[src/design/npb_lane.sv]
`timescale 1ns / 1ps
module npb_lane #(
  parameter int FRAC_BITS = 16
) (
  input  logic                          clk,
  input  logic                          en,
  input  logic signed [31:0]            gain,
  input  logic signed [31:0]            opnd,
  output logic signed [63-FRAC_BITS:0]  prod_r
);

  logic signed [63:0]           full;
  logic signed [63-FRAC_BITS:0] prod_nxt;

  always_comb begin
    full     = gain * opnd;
    // arithmetic shift floors toward minus infinity
    prod_nxt = en ? (64-FRAC_BITS)'(full >>> FRAC_BITS) : '0;
  end

  always_ff @(posedge clk) begin
    prod_r <= prod_nxt;
  end

endmodule

[config.mk]
export PLATFORM = sky130hd
export DESIGN_NAME = npb_lane
export DESIGN_NICKNAME = d
export VERILOG_FILES = /design/src/design/npb_lane.sv
export SDC_FILE = /design/constraint.sdc
export NUM_CORES = 2
export LEC_CHECK = 0
export BUFFER_PORTS_ARGS = -buffer_cell sky130_fd_sc_hd__buf_4
export CORE_ASPECT_RATIO = 1.1
export CORE_MARGIN = 5
export CORE_UTILIZATION = 60
export DETAILED_ROUTE_END_ITERATION = 8
export GPL_ROUTABILITY_DRIVEN = 1
export PLACE_DENSITY = 0.89
export SLEW_MARGIN = 5
export SYNTH_ARGS = -nofsm -noshare
export SYNTH_HDL_FRONTEND = slang
export SYNTH_SLANG_ARGS = --single-unit
[constraint.sdc]
create_clock -name clk -period 7.07 [get_ports clk]
set_clock_uncertainty 0.15 [all_clocks]
set_input_delay 0.3535 -clock clk [delete_from_list [all_inputs] [get_ports clk]]
set_output_delay 0.3535 -clock clk [all_outputs]
set_load 0.02 [all_outputs]
==> flow_metrics.tcl <==
set metrics [dict create \
    status "finished, violations left" \
    failed_checks "DRC, setup timing" \
    slew-limit-headroom 0.523 \
    stdcell_area_sq_mm 0.0437 \
    drt_first_pass_iters 9 \
    startpoint_type "input port" \
    grt_overflow 0 \
    grt_pass1_wl_microns 178000 \
    routabilityCongestion 0.979 \
    arrival_ns 7.70 \
    grt_setup_unrepaired "yes" \
    cp_cell_sequence "buf_12, nand2_2, fa_2, buf_4, buf_4, fa_1, fa_1, fa_1, inv_1, fa_1, fa_1, fa_1, inv_1, fa_1, inv_1, ha_1, a21o_1, buf_4, nor3b_1, a21oi_2, a21oi_2, buf_4, nor4_1, or3_1" \
    final.min_clock_period_ns 7.67 \
    die_area_sq_mm 0.0669 \
    hold_path_class "in2reg" \
    preCtsSetupSlack_ns -0.682 \
    ant_nets 0 \
    synth_common_cells "fa_1 (1081), inv_1 (951), and2_1 (552)" \
    io_pins 114 \
    clockBufferDepth 2 \
    via_per_inst 6.03 \
    htreeDepth 2 \
    ys_seq_area_frac 0.0259 \
    synthTopCellsByArea "fa_1 (58%), inv_1 (9.6%), and2_1 (9.3%)" \
    drive_gt1_frac 0.185 \
    path_delay_family "adder cells" \
    critPathBufInv 8 \
    drtIter0Drc 3298 \
    yosysMostFrequentCell "fa_1" \
    synth_area_per_cell_sq_um 9.47 \
    core-area_sq_mm 0.0612 \
    ys_ff_latch 48 \
    synth_ff_type "dfxtp_1" \
    cts_tree "built" \
    tns_ns -7.50 \
    clk_pin_slew_worst_paths_ns 0.08 \
    worst_path_most_repeated_cell "fa_1" \
    end_kind "flop" \
    syn-num-nets 5243 \
    synth-edff-count 0 \
    grt_pass1_vias 34800 \
    floorplan.rows 95 \
    start_util 0.606 \
    timing.fmax_mhz 130 \
    setup_ws_ns -0.601 \
    grt_max_degree 55 \
    post-route-period-util 1.08 \
    clock_sinks 48 \
    worst-path-max-fanout 25 \
    grt_use_total 0.341 \
    largest_register_ffs 48 \
    drc 2 \
    post-dp-hpwl_microns 92100 \
    numPortBuffers 113 \
    via_count 30700 \
    worstMarginPinSlew_ns 0.715 \
    syn_inst 3916 \
    critPathMaxStageDelay_ns 0.69 \
    post_drt_wl_per_cell_microns 24.2 \
    worst-setup-path-type "in2reg" \
    top_register "prod_r" \
    setup_viol 24 \
    root_buffer "clkbuf_16" \
    syn_to_final_growth_pct 17.9 \
    finalMaxSlewViolations 0 \
    dieHeight_microns 271 \
    cp_slowest_cell "fa_2" \
    final_nets 5598 \
    max_cap_violations 0 \
    cts_hold_buffers 0 \
    syn-cell-area_sq_mm 0.0371 \
    ys_warn_count 0 \
    cts-buffers-inserted 5 \
    place_area_sq_mm 0.0414 \
    hold_viol_final 0 \
    largestRegisters "prod_r (48)" \
    required_ns 7.10 \
    wirelength_microns 123000 \
    yosysTopAreaCell "fa_1" \
    synth_cell_types 57 \
    antenna_found_initial 4 \
    die_width_microns 247 \
    async_flop_share 0 \
    yosys.area.top_type_share 0.583 \
]
## cell type report
cell class,instances,area (sq um)
sequential,48,961
clock buffer,5,125
inverter,951,3580
fill,3603,17500
clock inverter,3,68.8
tap,824,1030
timing repair buffer,562,5310
multi-input combinational,2703,32600
antenna,2,5.00
## final timing paths
kind                      to     from  cells after the start  slack (ns)
setup / recovery  prod_r[41]  opnd[9]                     24       -0.60
hold / removal    prod_r[25]       en                      2        0.40
## layout by cell type (no fill, tap or decap), types with 12 or more instances in the layout
cell,count
fa_1,1024
inv_1,918
and2_1,528
nand2_1,501
buf_4,433
ha_1,160
fa_2,57
dfxtp_1,48
buf_6,47
nor2_1,45
buf_12,43
a21o_1,37
xnor2_1,35
a21oi_1,31
inv_2,29
buf_8,29
and2_4,24
a21oi_2,18
o21ai_0,17
xor2_1,17
ha_4,17
nand4_1,16
nand2b_1,13
nand2_2,13
and3_1,12
## metal layers
| layer | GRT usage | wire (microns) | up-vias |
|---|---|---|---|
| met5 | 0 | 11 | - |
| met4 | 0.272 | 15000 | 2 |
| met3 | 0.0760 | 13700 | 1193 |
| met2 | 0.579 | 59700 | 2574 |
| met1 | 0.364 | 35000 | 15100 |
| li1 | - | - | 11900 |
## kinds of logic after synthesis
family | share of synthesized area
AOI/OAI and AO/OA | 0.0336
xor gates and xnor gates | 0.0137
adders and majority gates | 0.644
buffers and inverters | 0.118
DFF | 0.0259
and+or+nand+nor | 0.164
## metrics by stage
step | hold slack [ns] | util | instances
global placement | 0.619 | 0.676 | 5018
detailed placement | 0.621 | 0.676 | 5018
finish | 0.396 | 0.714 | 5098
floorplan | 0.542 | - | 3916
global route | 0.420 | 0.714 | 5096
CTS | 0.390 | 0.696 | 5067
## what timing repair did
item / 4_1_cts / 5_1_grt
gates resized for setup: 172 / 205
pin swaps: 101 / 143
endpoints found under the setup margin: 26 / 29
cloned: 2 / 7
buffers inserted: 39 / 23
endpoints found under the hold margin: 0 / 0
Power is left out: the tool's default activity adds up to more than one toggle a clock period on the data nets, which glitch-free logic cannot reach.
