**src/design/npb_merge.sv**
```systemverilog
`timescale 1ns / 1ps
module npb_merge #(
  parameter int LANES     = 8,
  parameter int FRAC_BITS = 16
) (
  input  logic signed [63-FRAC_BITS:0] prod [LANES],
  output logic signed [66-FRAC_BITS:0] sum
);

  always_comb begin
    sum = '0;
    for (int k = 0; k < LANES; k++) begin
      sum = sum + (67-FRAC_BITS)'(prod[k]);
    end
  end

endmodule

```
**config.mk**
```make
export PLATFORM = sky130hd
export DESIGN_NAME = npb_merge
export DESIGN_NICKNAME = d
export VERILOG_FILES = /design/src/design/npb_merge.sv
export SDC_FILE = /design/constraint.sdc
export NUM_CORES = 1
export LEC_CHECK = 0
export BUFFER_PORTS_ARGS = -buffer_cell sky130_fd_sc_hd__clkbuf_2
export CAP_MARGIN = 20
export CORE_AREA = 2 2 167 169
export DETAILED_ROUTE_END_ITERATION = 6
export DIE_AREA = 0 0 169 171
export GPL_TIMING_DRIVEN = 0
export PLACE_DENSITY_LB_ADDON = 0.3
export SLEW_MARGIN = 20
export SYNTH_ARGS = -nofsm -noshare
export SYNTH_HDL_FRONTEND = slang
export SYNTH_SLANG_ARGS = --single-unit
```
**constraint.sdc**
```tcl
create_clock -name vclk -period 12.85
set_clock_uncertainty 0.2 [all_clocks]
set_input_delay 0.6425 -clock vclk [all_inputs]
set_output_delay 0.6425 -clock vclk [all_outputs]
set_load 0.02 [all_outputs]
```
==> results of run 1 <==
-- stage by stage --
step,utilization,setup WS [ps],instance area [µm²],instances,hold WS [ps]
after detailed placement,0.4888,5795,13360,2031,1625
after CTS,0.4888,5760,13360,2031,1626
after floorplan,-,6918,10750,1250,1395
after global placement,0.4888,5865,13360,2031,1614
final,0.4888,5842,13360,2031,1620
after global routing,0.4888,5639,13360,2031,1649
-- cell type report --
cell class                      instances  area [µm²]  area share
Timing Repair Buffer                  435        2177      0.1630
Buffer                                 19       93.84    0.007026
Inverter                              566        2125      0.1591
Multi-Input combinational cell        665        8527      0.6385
Tap cell                              346       432.9     0.03242
-- final timing paths --
check	start	end	cells after the start
worst max-delay path	prod[146]	sum[48]	20
worst min-delay path	prod[288]	sum[0]	4
-- layer usage --
metal / part of all wire / vias up / GRT usage / wire, µm
li1: - / 4367 / - / -
met1: 0.36 / 4366 / 0.2177 / 9771
met2: 0.54 / 335 / 0.3769 / 14770
met3: 0.059 / 56 / 0.01897 / 1621
met4: 0.041 / 0 / 0.06280 / 1121
met5: 0 / - / 0 / 0
-- cell families (layout without fill, tap and decap cells) --
logic type / Yosys count / after routing / share of synthesized area
compound gates: 154 / 154 / 0.09781
xor+xnor: 48 / 48 / 0.03912
fa+ha+maj: 342 / 342 / 0.6015
buf+inv: 585 / 1020 / 0.2065
simple gates: 121 / 121 / 0.05508
-- cells in the mapped netlist, drive strengths merged, types with 6 or more instances --
cell type | number | area share
inv | 566 | 0.20
fa | 291 | 0.54
a21oi | 54 | 0.027
ha | 51 | 0.059
nand2 | 41 | 0.014
xnor2 | 31 | 0.025
o21ai | 26 | 0.013
a21o | 25 | 0.018
nor2 | 25 | 0.0087
xor2 | 17 | 0.014
clkbuf | 16 | 0.0056
nand3 | 13 | 0.0061
nand4 | 11 | 0.0064
and3 | 7 | 0.0041
o21bai | 7 | 0.0049
and2 | 6 | 0.0035
nor3 | 6 | 0.0033
o211ai | 6 | 0.0047
o21a | 6 | 0.0042
-- cell usage in the layout, fill, tap and decap left out, drive strengths merged, types with 2 or more instances in the layout --
cell	instances
inv	566
clkbuf	451
fa	291
a21oi	54
ha	51
nand2	41
xnor2	31
o21ai	26
nor2	25
a21o	25
xor2	17
nand3	13
nand4	11
and3	7
o21bai	7
and2	6
o21a	6
nor3	6
o211ai	6
a221oi	4
and4	4
a311oi	4
nor2b	3
buf	3
a21boi	3
o2111ai	2
a41oi	2
o31ai	2
a31oi	2
==> impl_summary.log, run 1 <==
INFO  metric outcome = complete, no violations
INFO  metric register_area = 0 µm²
INFO  metric final_layout_size_suffix_gt1_frac = 0.2694
INFO  metric crit_path_frequent_cell = fa_1
INFO  metric timing_max_transition_violations_final = 0
INFO  metric final.clkbuf_count = 0
INFO  metric drtIter0Drc = about 240
INFO  metric post-route-period-util = 0.5453
INFO  metric crit_arrival = about 6200 ps
INFO  metric syn-num-nets = just under 2000
INFO  metric synth_cell_type_count = 56
INFO  metric criticalPathCategory = in -> out
INFO  metric area_growth_syn_to_layout = 24.29%
INFO  metric worstPathRequired = 12010 ps
INFO  metric post_drt_wl_per_cell = between 10 and 15 µm
INFO  metric wirelength = 27280 µm
INFO  metric timing.hold.worst.class = in -> out
INFO  metric endpoint_kind = output port
INFO  metric critPathMaxFanout = 4
INFO  metric antenna_violations_before_repair = 0
INFO  metric grt_pass1_vias = 9830
INFO  metric fill_cells = 2699
INFO  metric slew_headroom = 0.5995
INFO  metric post_drt_via_cell_ratio = 4.492
INFO  metric drc = 0
INFO  metric die-height = ~170 µm
INFO  metric worstPathCellList = clkbuf_2, fa_1, inv_1, fa_1, fa_1, fa_1, inv_1, ha_1, inv_1, fa_1, nor2b_1, o2111ai_1, and4b_1, o211ai_1, a21oi_1, nor2_1, a21o_1, nor3_1, a311oi_1, clkbuf_2
INFO  metric fin_nets = 2413
INFO  metric cts_setup_buffers = 0
INFO  metric die_area = 28900 µm²
INFO  metric period_minus_slack = about 7000 ps
INFO  metric critical-path-slowest-cell = fa_1
INFO  metric timing.critical_path.from_type = input pin
INFO  metric synthesis.area_per_instance = 8.596 µm²
INFO  metric worst-path-buf-inv = 5
INFO  metric via_count = between 9000 and 10000
INFO  metric die_w = between 150 and 200 µm
INFO  metric drv_cap = 0
INFO  metric cts_hold_buf = 0
INFO  metric grt_max_degree = 10
INFO  metric placementRows = 61
INFO  metric setup_total_negative_slack = 0 ps
INFO  metric aggregate_global_routing_overflow = 0
INFO  metric synth.yosys.seq_area_share = 0
INFO  metric boundaryPins = 435
INFO  metric grt_first_pass_wirelength = 44700 µm
INFO  metric yosysWarnings = 0
INFO  metric initial_utilization = 0.3933
INFO  metric maxClockFrequency = 0.1427 GHz
INFO  metric globalRouteTotalUtil = 0.1922
INFO  metric synthesis.area = between 10000 and 15000 µm²
INFO  metric io_buffer_count = approximately 440
INFO  metric core_area = between 20000 and 30000 µm²
INFO  metric detailed_place_hpwl = 26690 µm
INFO  metric firstDrtPassIters = 5
INFO  metric postRouteAntennaNets = 0
INFO  metric routabilityCongestion = about 0.89
INFO  metric flops_and_latches = 0
INFO  metric tightestPinTransition = just under 600 ps
INFO  metric final-hold-violation-count = 0
INFO  metric synthesis.instances = 1250
INFO  metric finalSetupViolCount = 0
INFO  metric rsz0062_at_grt = no
INFO  metric cpLargestDelayFamily = adder cells
INFO  metric number_of_antenna_cells_inserted = 0
INFO  metric cts_repair_resized_insts = 0
INFO  metric critical_path.max_stage_delay = roughly 580 ps
Power of run 1 is left out: the tool's default activity adds up to more than one toggle a clock period on the data nets, which glitch-free logic cannot reach.
==> inputs of run 2 (changes only) <==
--- a/config.mk
+++ b/config.mk
@@ -5,11 +5,11 @@
 export SDC_FILE = /design/constraint.sdc
 export NUM_CORES = 1
 export LEC_CHECK = 0
+export ABC_AREA = 1
 export BUFFER_PORTS_ARGS = -buffer_cell sky130_fd_sc_hd__clkbuf_2
 export CAP_MARGIN = 20
-export CORE_AREA = 2 2 167 169
+export CORE_UTILIZATION = 40
 export DETAILED_ROUTE_END_ITERATION = 6
-export DIE_AREA = 0 0 169 171
 export GPL_TIMING_DRIVEN = 0
 export PLACE_DENSITY_LB_ADDON = 0.3
 export SLEW_MARGIN = 20
==> constraint.sdc (replaced) <==
create_clock -name vclk -period 6.2
set_clock_uncertainty 0.2 [all_clocks]
set_input_delay 0.31 -clock vclk [all_inputs]
set_output_delay 0.31 -clock vclk [all_outputs]
set_load 0.02 [all_outputs]
==> run 2 against run 1 <==
Effect of this change: die area increased by 9.9%; critical path depth increased by 1; flip-flop and latch count unchanged; first-iteration DRC count increased by 47%; synthesized cell count increased by 43%; area after synthesis increased by 16%; final area increased by 13%; core utilization increased by 0.46 points; clock-buffer cell count unchanged; non-clock buffer count decreased by 19; via count increased by 21%; sequential share of layout area unchanged; critical endpoint is now sum[38]; highest routed layer unchanged.
==> impl_summary.log, run 2 <==
INFO  metric detailed_place_hpwl = slightly above 30000 µm
INFO  metric slew_headroom = 0.7509
INFO  metric timing.hold.worst.class = in -> out
INFO  metric yosysWarnings = 0
INFO  metric synthMostInstantiatedCell = inv_1
INFO  metric finished_cell_area = ~15000 µm²
INFO  metric dpl_worst_slack = approximately 1200 ps
INFO  metric routabilityCongestion = about 0.90
INFO  metric io_buffer_count = roughly 440
INFO  metric globalRouteTotalUtil = 0.2009
INFO  metric tightestPinTransition = about 370 ps
INFO  metric synth_cell_type_count = 25
INFO  metric synthesis.instances = around 1800
INFO  metric fin_nets = 2949
INFO  metric most_frequent_cells_in_the_layout = 775 x inv_1, 435 x clkbuf_2, 412 x nand2_1
INFO  metric wirelength = between 30000 and 40000 µm
INFO  metric firstDrtPassIters = 4
INFO  metric timing.critical_path.from_type = input pin
INFO  metric placement.cell_area = 15090 µm²
INFO  metric finalWorstSetupSlack = roughly 1100 ps
INFO  metric placementRows = 64
INFO  metric grt_pass1_vias = 11312
INFO  metric synth_area_leaders = fa_1 47%, inv_1 23%, nand2_1 12%, ha_1 5.1%, nor2_1 1.8%
INFO  metric initial_utilization = 0.4060
INFO  metric outcome = complete, no violations
INFO  metric synthesis.area_per_instance = a little under 7 µm²
INFO  metric drtIter0Drc = around 350
INFO  metric core_area = between 30000 and 40000 µm²
INFO  metric cts_hold_buf = 0
INFO  metric post_drt_wl_per_cell = 11.94 µm
INFO  metric die_w = ~180 µm
INFO  metric finalSetupViolCount = 0
INFO  metric timing_max_transition_violations_final = 0
INFO  metric final-hold-violation-count = 0
INFO  metric critPathMaxFanout = 3
INFO  metric syn-num-nets = between 2000 and 3000
INFO  metric die-height = between 150 and 200 µm
INFO  metric drc = 0
INFO  metric post-route-period-util = 0.8175
INFO  metric top_usage_layer = met2
INFO  metric netlist.top_cell.by_area = fa_1
INFO  metric number_of_antenna_cells_inserted = 0
INFO  metric globalRouteMet3Util = 0.02792
INFO  metric register_area = 0 µm²
INFO  metric fill_cells = around 3200
INFO  metric criticalPathCategory = in -> out
INFO  metric drv_cap = 0
INFO  metric area_growth_syn_to_layout = 21.52%
INFO  metric period_minus_slack = 5069 ps
INFO  metric cts_repair_resized_insts = 0
INFO  metric multi_input_area = around 9500 µm²
INFO  metric final.clkbuf_count = 0
INFO  metric hold-worst-slack = just under 900 ps
INFO  metric antenna_violations_before_repair = 0
INFO  metric grt_max_degree = 7
INFO  metric worstPathRequired = 5690 ps
INFO  metric cts_setup_buffers = 0
INFO  metric setup_total_negative_slack = 0 ps
INFO  metric synth.yosys.seq_area_share = 0
INFO  metric maxClockFrequency = around 0.20 GHz
INFO  metric flops_and_latches = 0
INFO  metric postRouteAntennaNets = 0
INFO  metric netlist.area_leader.share = 0.4690
INFO  metric via_count = 11068
INFO  metric rsz0062_at_grt = no
INFO  metric aggregate_global_routing_overflow = 0
INFO  metric boundaryPins = approximately 440
INFO  metric endpoint_kind = output port
INFO  metric crit_arrival = between 4000 and 5000 ps
INFO  metric die_area = 31760 µm²
INFO  metric final_layout_size_suffix_gt1_frac = 0.2328
INFO  metric global_route.usage.met2 = 0.3863
INFO  metric global_route.usage.met1 = 0.2326
INFO  metric most_common_cell_after_layout_fill_and_taps_aside = inv_1
INFO  metric grt_first_pass_wirelength = slightly above 50000 µm
INFO  metric synthTopCellsByCount = 775 x inv_1, 412 x nand2_1, 291 x fa_1
INFO  metric synthesis.area = between 10000 and 15000 µm²
INFO  metric post_drt_via_cell_ratio = between 4 and 5
==> run 2: changes by cell type after synthesis, moves of 22 or more <==
cell,change
nor2_1,+34
inv_1,+209
a21o_1,-23
nor2_2,+32
nand3_1,+22
xnor2_1,-27
a21oi_1,-24
nand2_1,+371
==> run 2: kinds of logic after synthesis <==
kind of cell / count (synthesis) / share of synthesized area
AND/OR/NAND/NOR: 595 / 0.2070
AO/OA/AOI/OAI: 34 / 0.01501
XOR/XNOR: 28 / 0.01974
buffers and inverters: 787 / 0.2378
adder cells (fa/ha/maj): 342 / 0.5204
==> run 2: layout make-up <==
class                      instances  share of cell area
timing repair buffer             435              0.1442
multi-input combinational        999              0.6272
tap                              396             0.03283
inverter                         787              0.1957
==> run 2: layer usage <==
| metal | up-vias | wire, µm |
|---|---|---|
| met5 | - | 0 |
| met4 | 0 | 825 |
| met3 | 39 | 2156 |
| met2 | 321 | 16210 |
| met1 | 5080 | 12060 |
| li1 | 5628 | - |
==> run 2: final timing paths <==
check	start	end	slack, ps	depth (start not counted)
setup / recovery	prod[146]	sum[38]	1130	21
hold / removal	prod[336]	sum[0]	880	4
==> run 2: stage by stage <==
| stage | utilization | instances |
|---|---|---|
| 3_3_place_gp | 0.4934 | 2617 |
| 4_1_cts | 0.4934 | 2617 |
| 3_5_place_dp | 0.4934 | 2617 |
| 2_1_floorplan | - | 1786 |
| 5_1_grt | 0.4934 | 2617 |
| 6_report | 0.4934 | 2617 |
==> run 2: critical path, stage by stage <==
cell,delay [ps]
clkbuf_2,90
fa_1,550
inv_1,60
fa_1,560
fa_1,430
fa_1,430
inv_1,60
ha_1,220
inv_1,80
fa_1,460
inv_1,120
nand2_1,60
nand2_1,110
and2_1,210
nand3b_1,90
nand3_1,200
nand2_1,120
nand2_1,80
nand2_1,40
nand2_1,50
clkbuf_2,200
Power of run 2 is left out for the same reason.
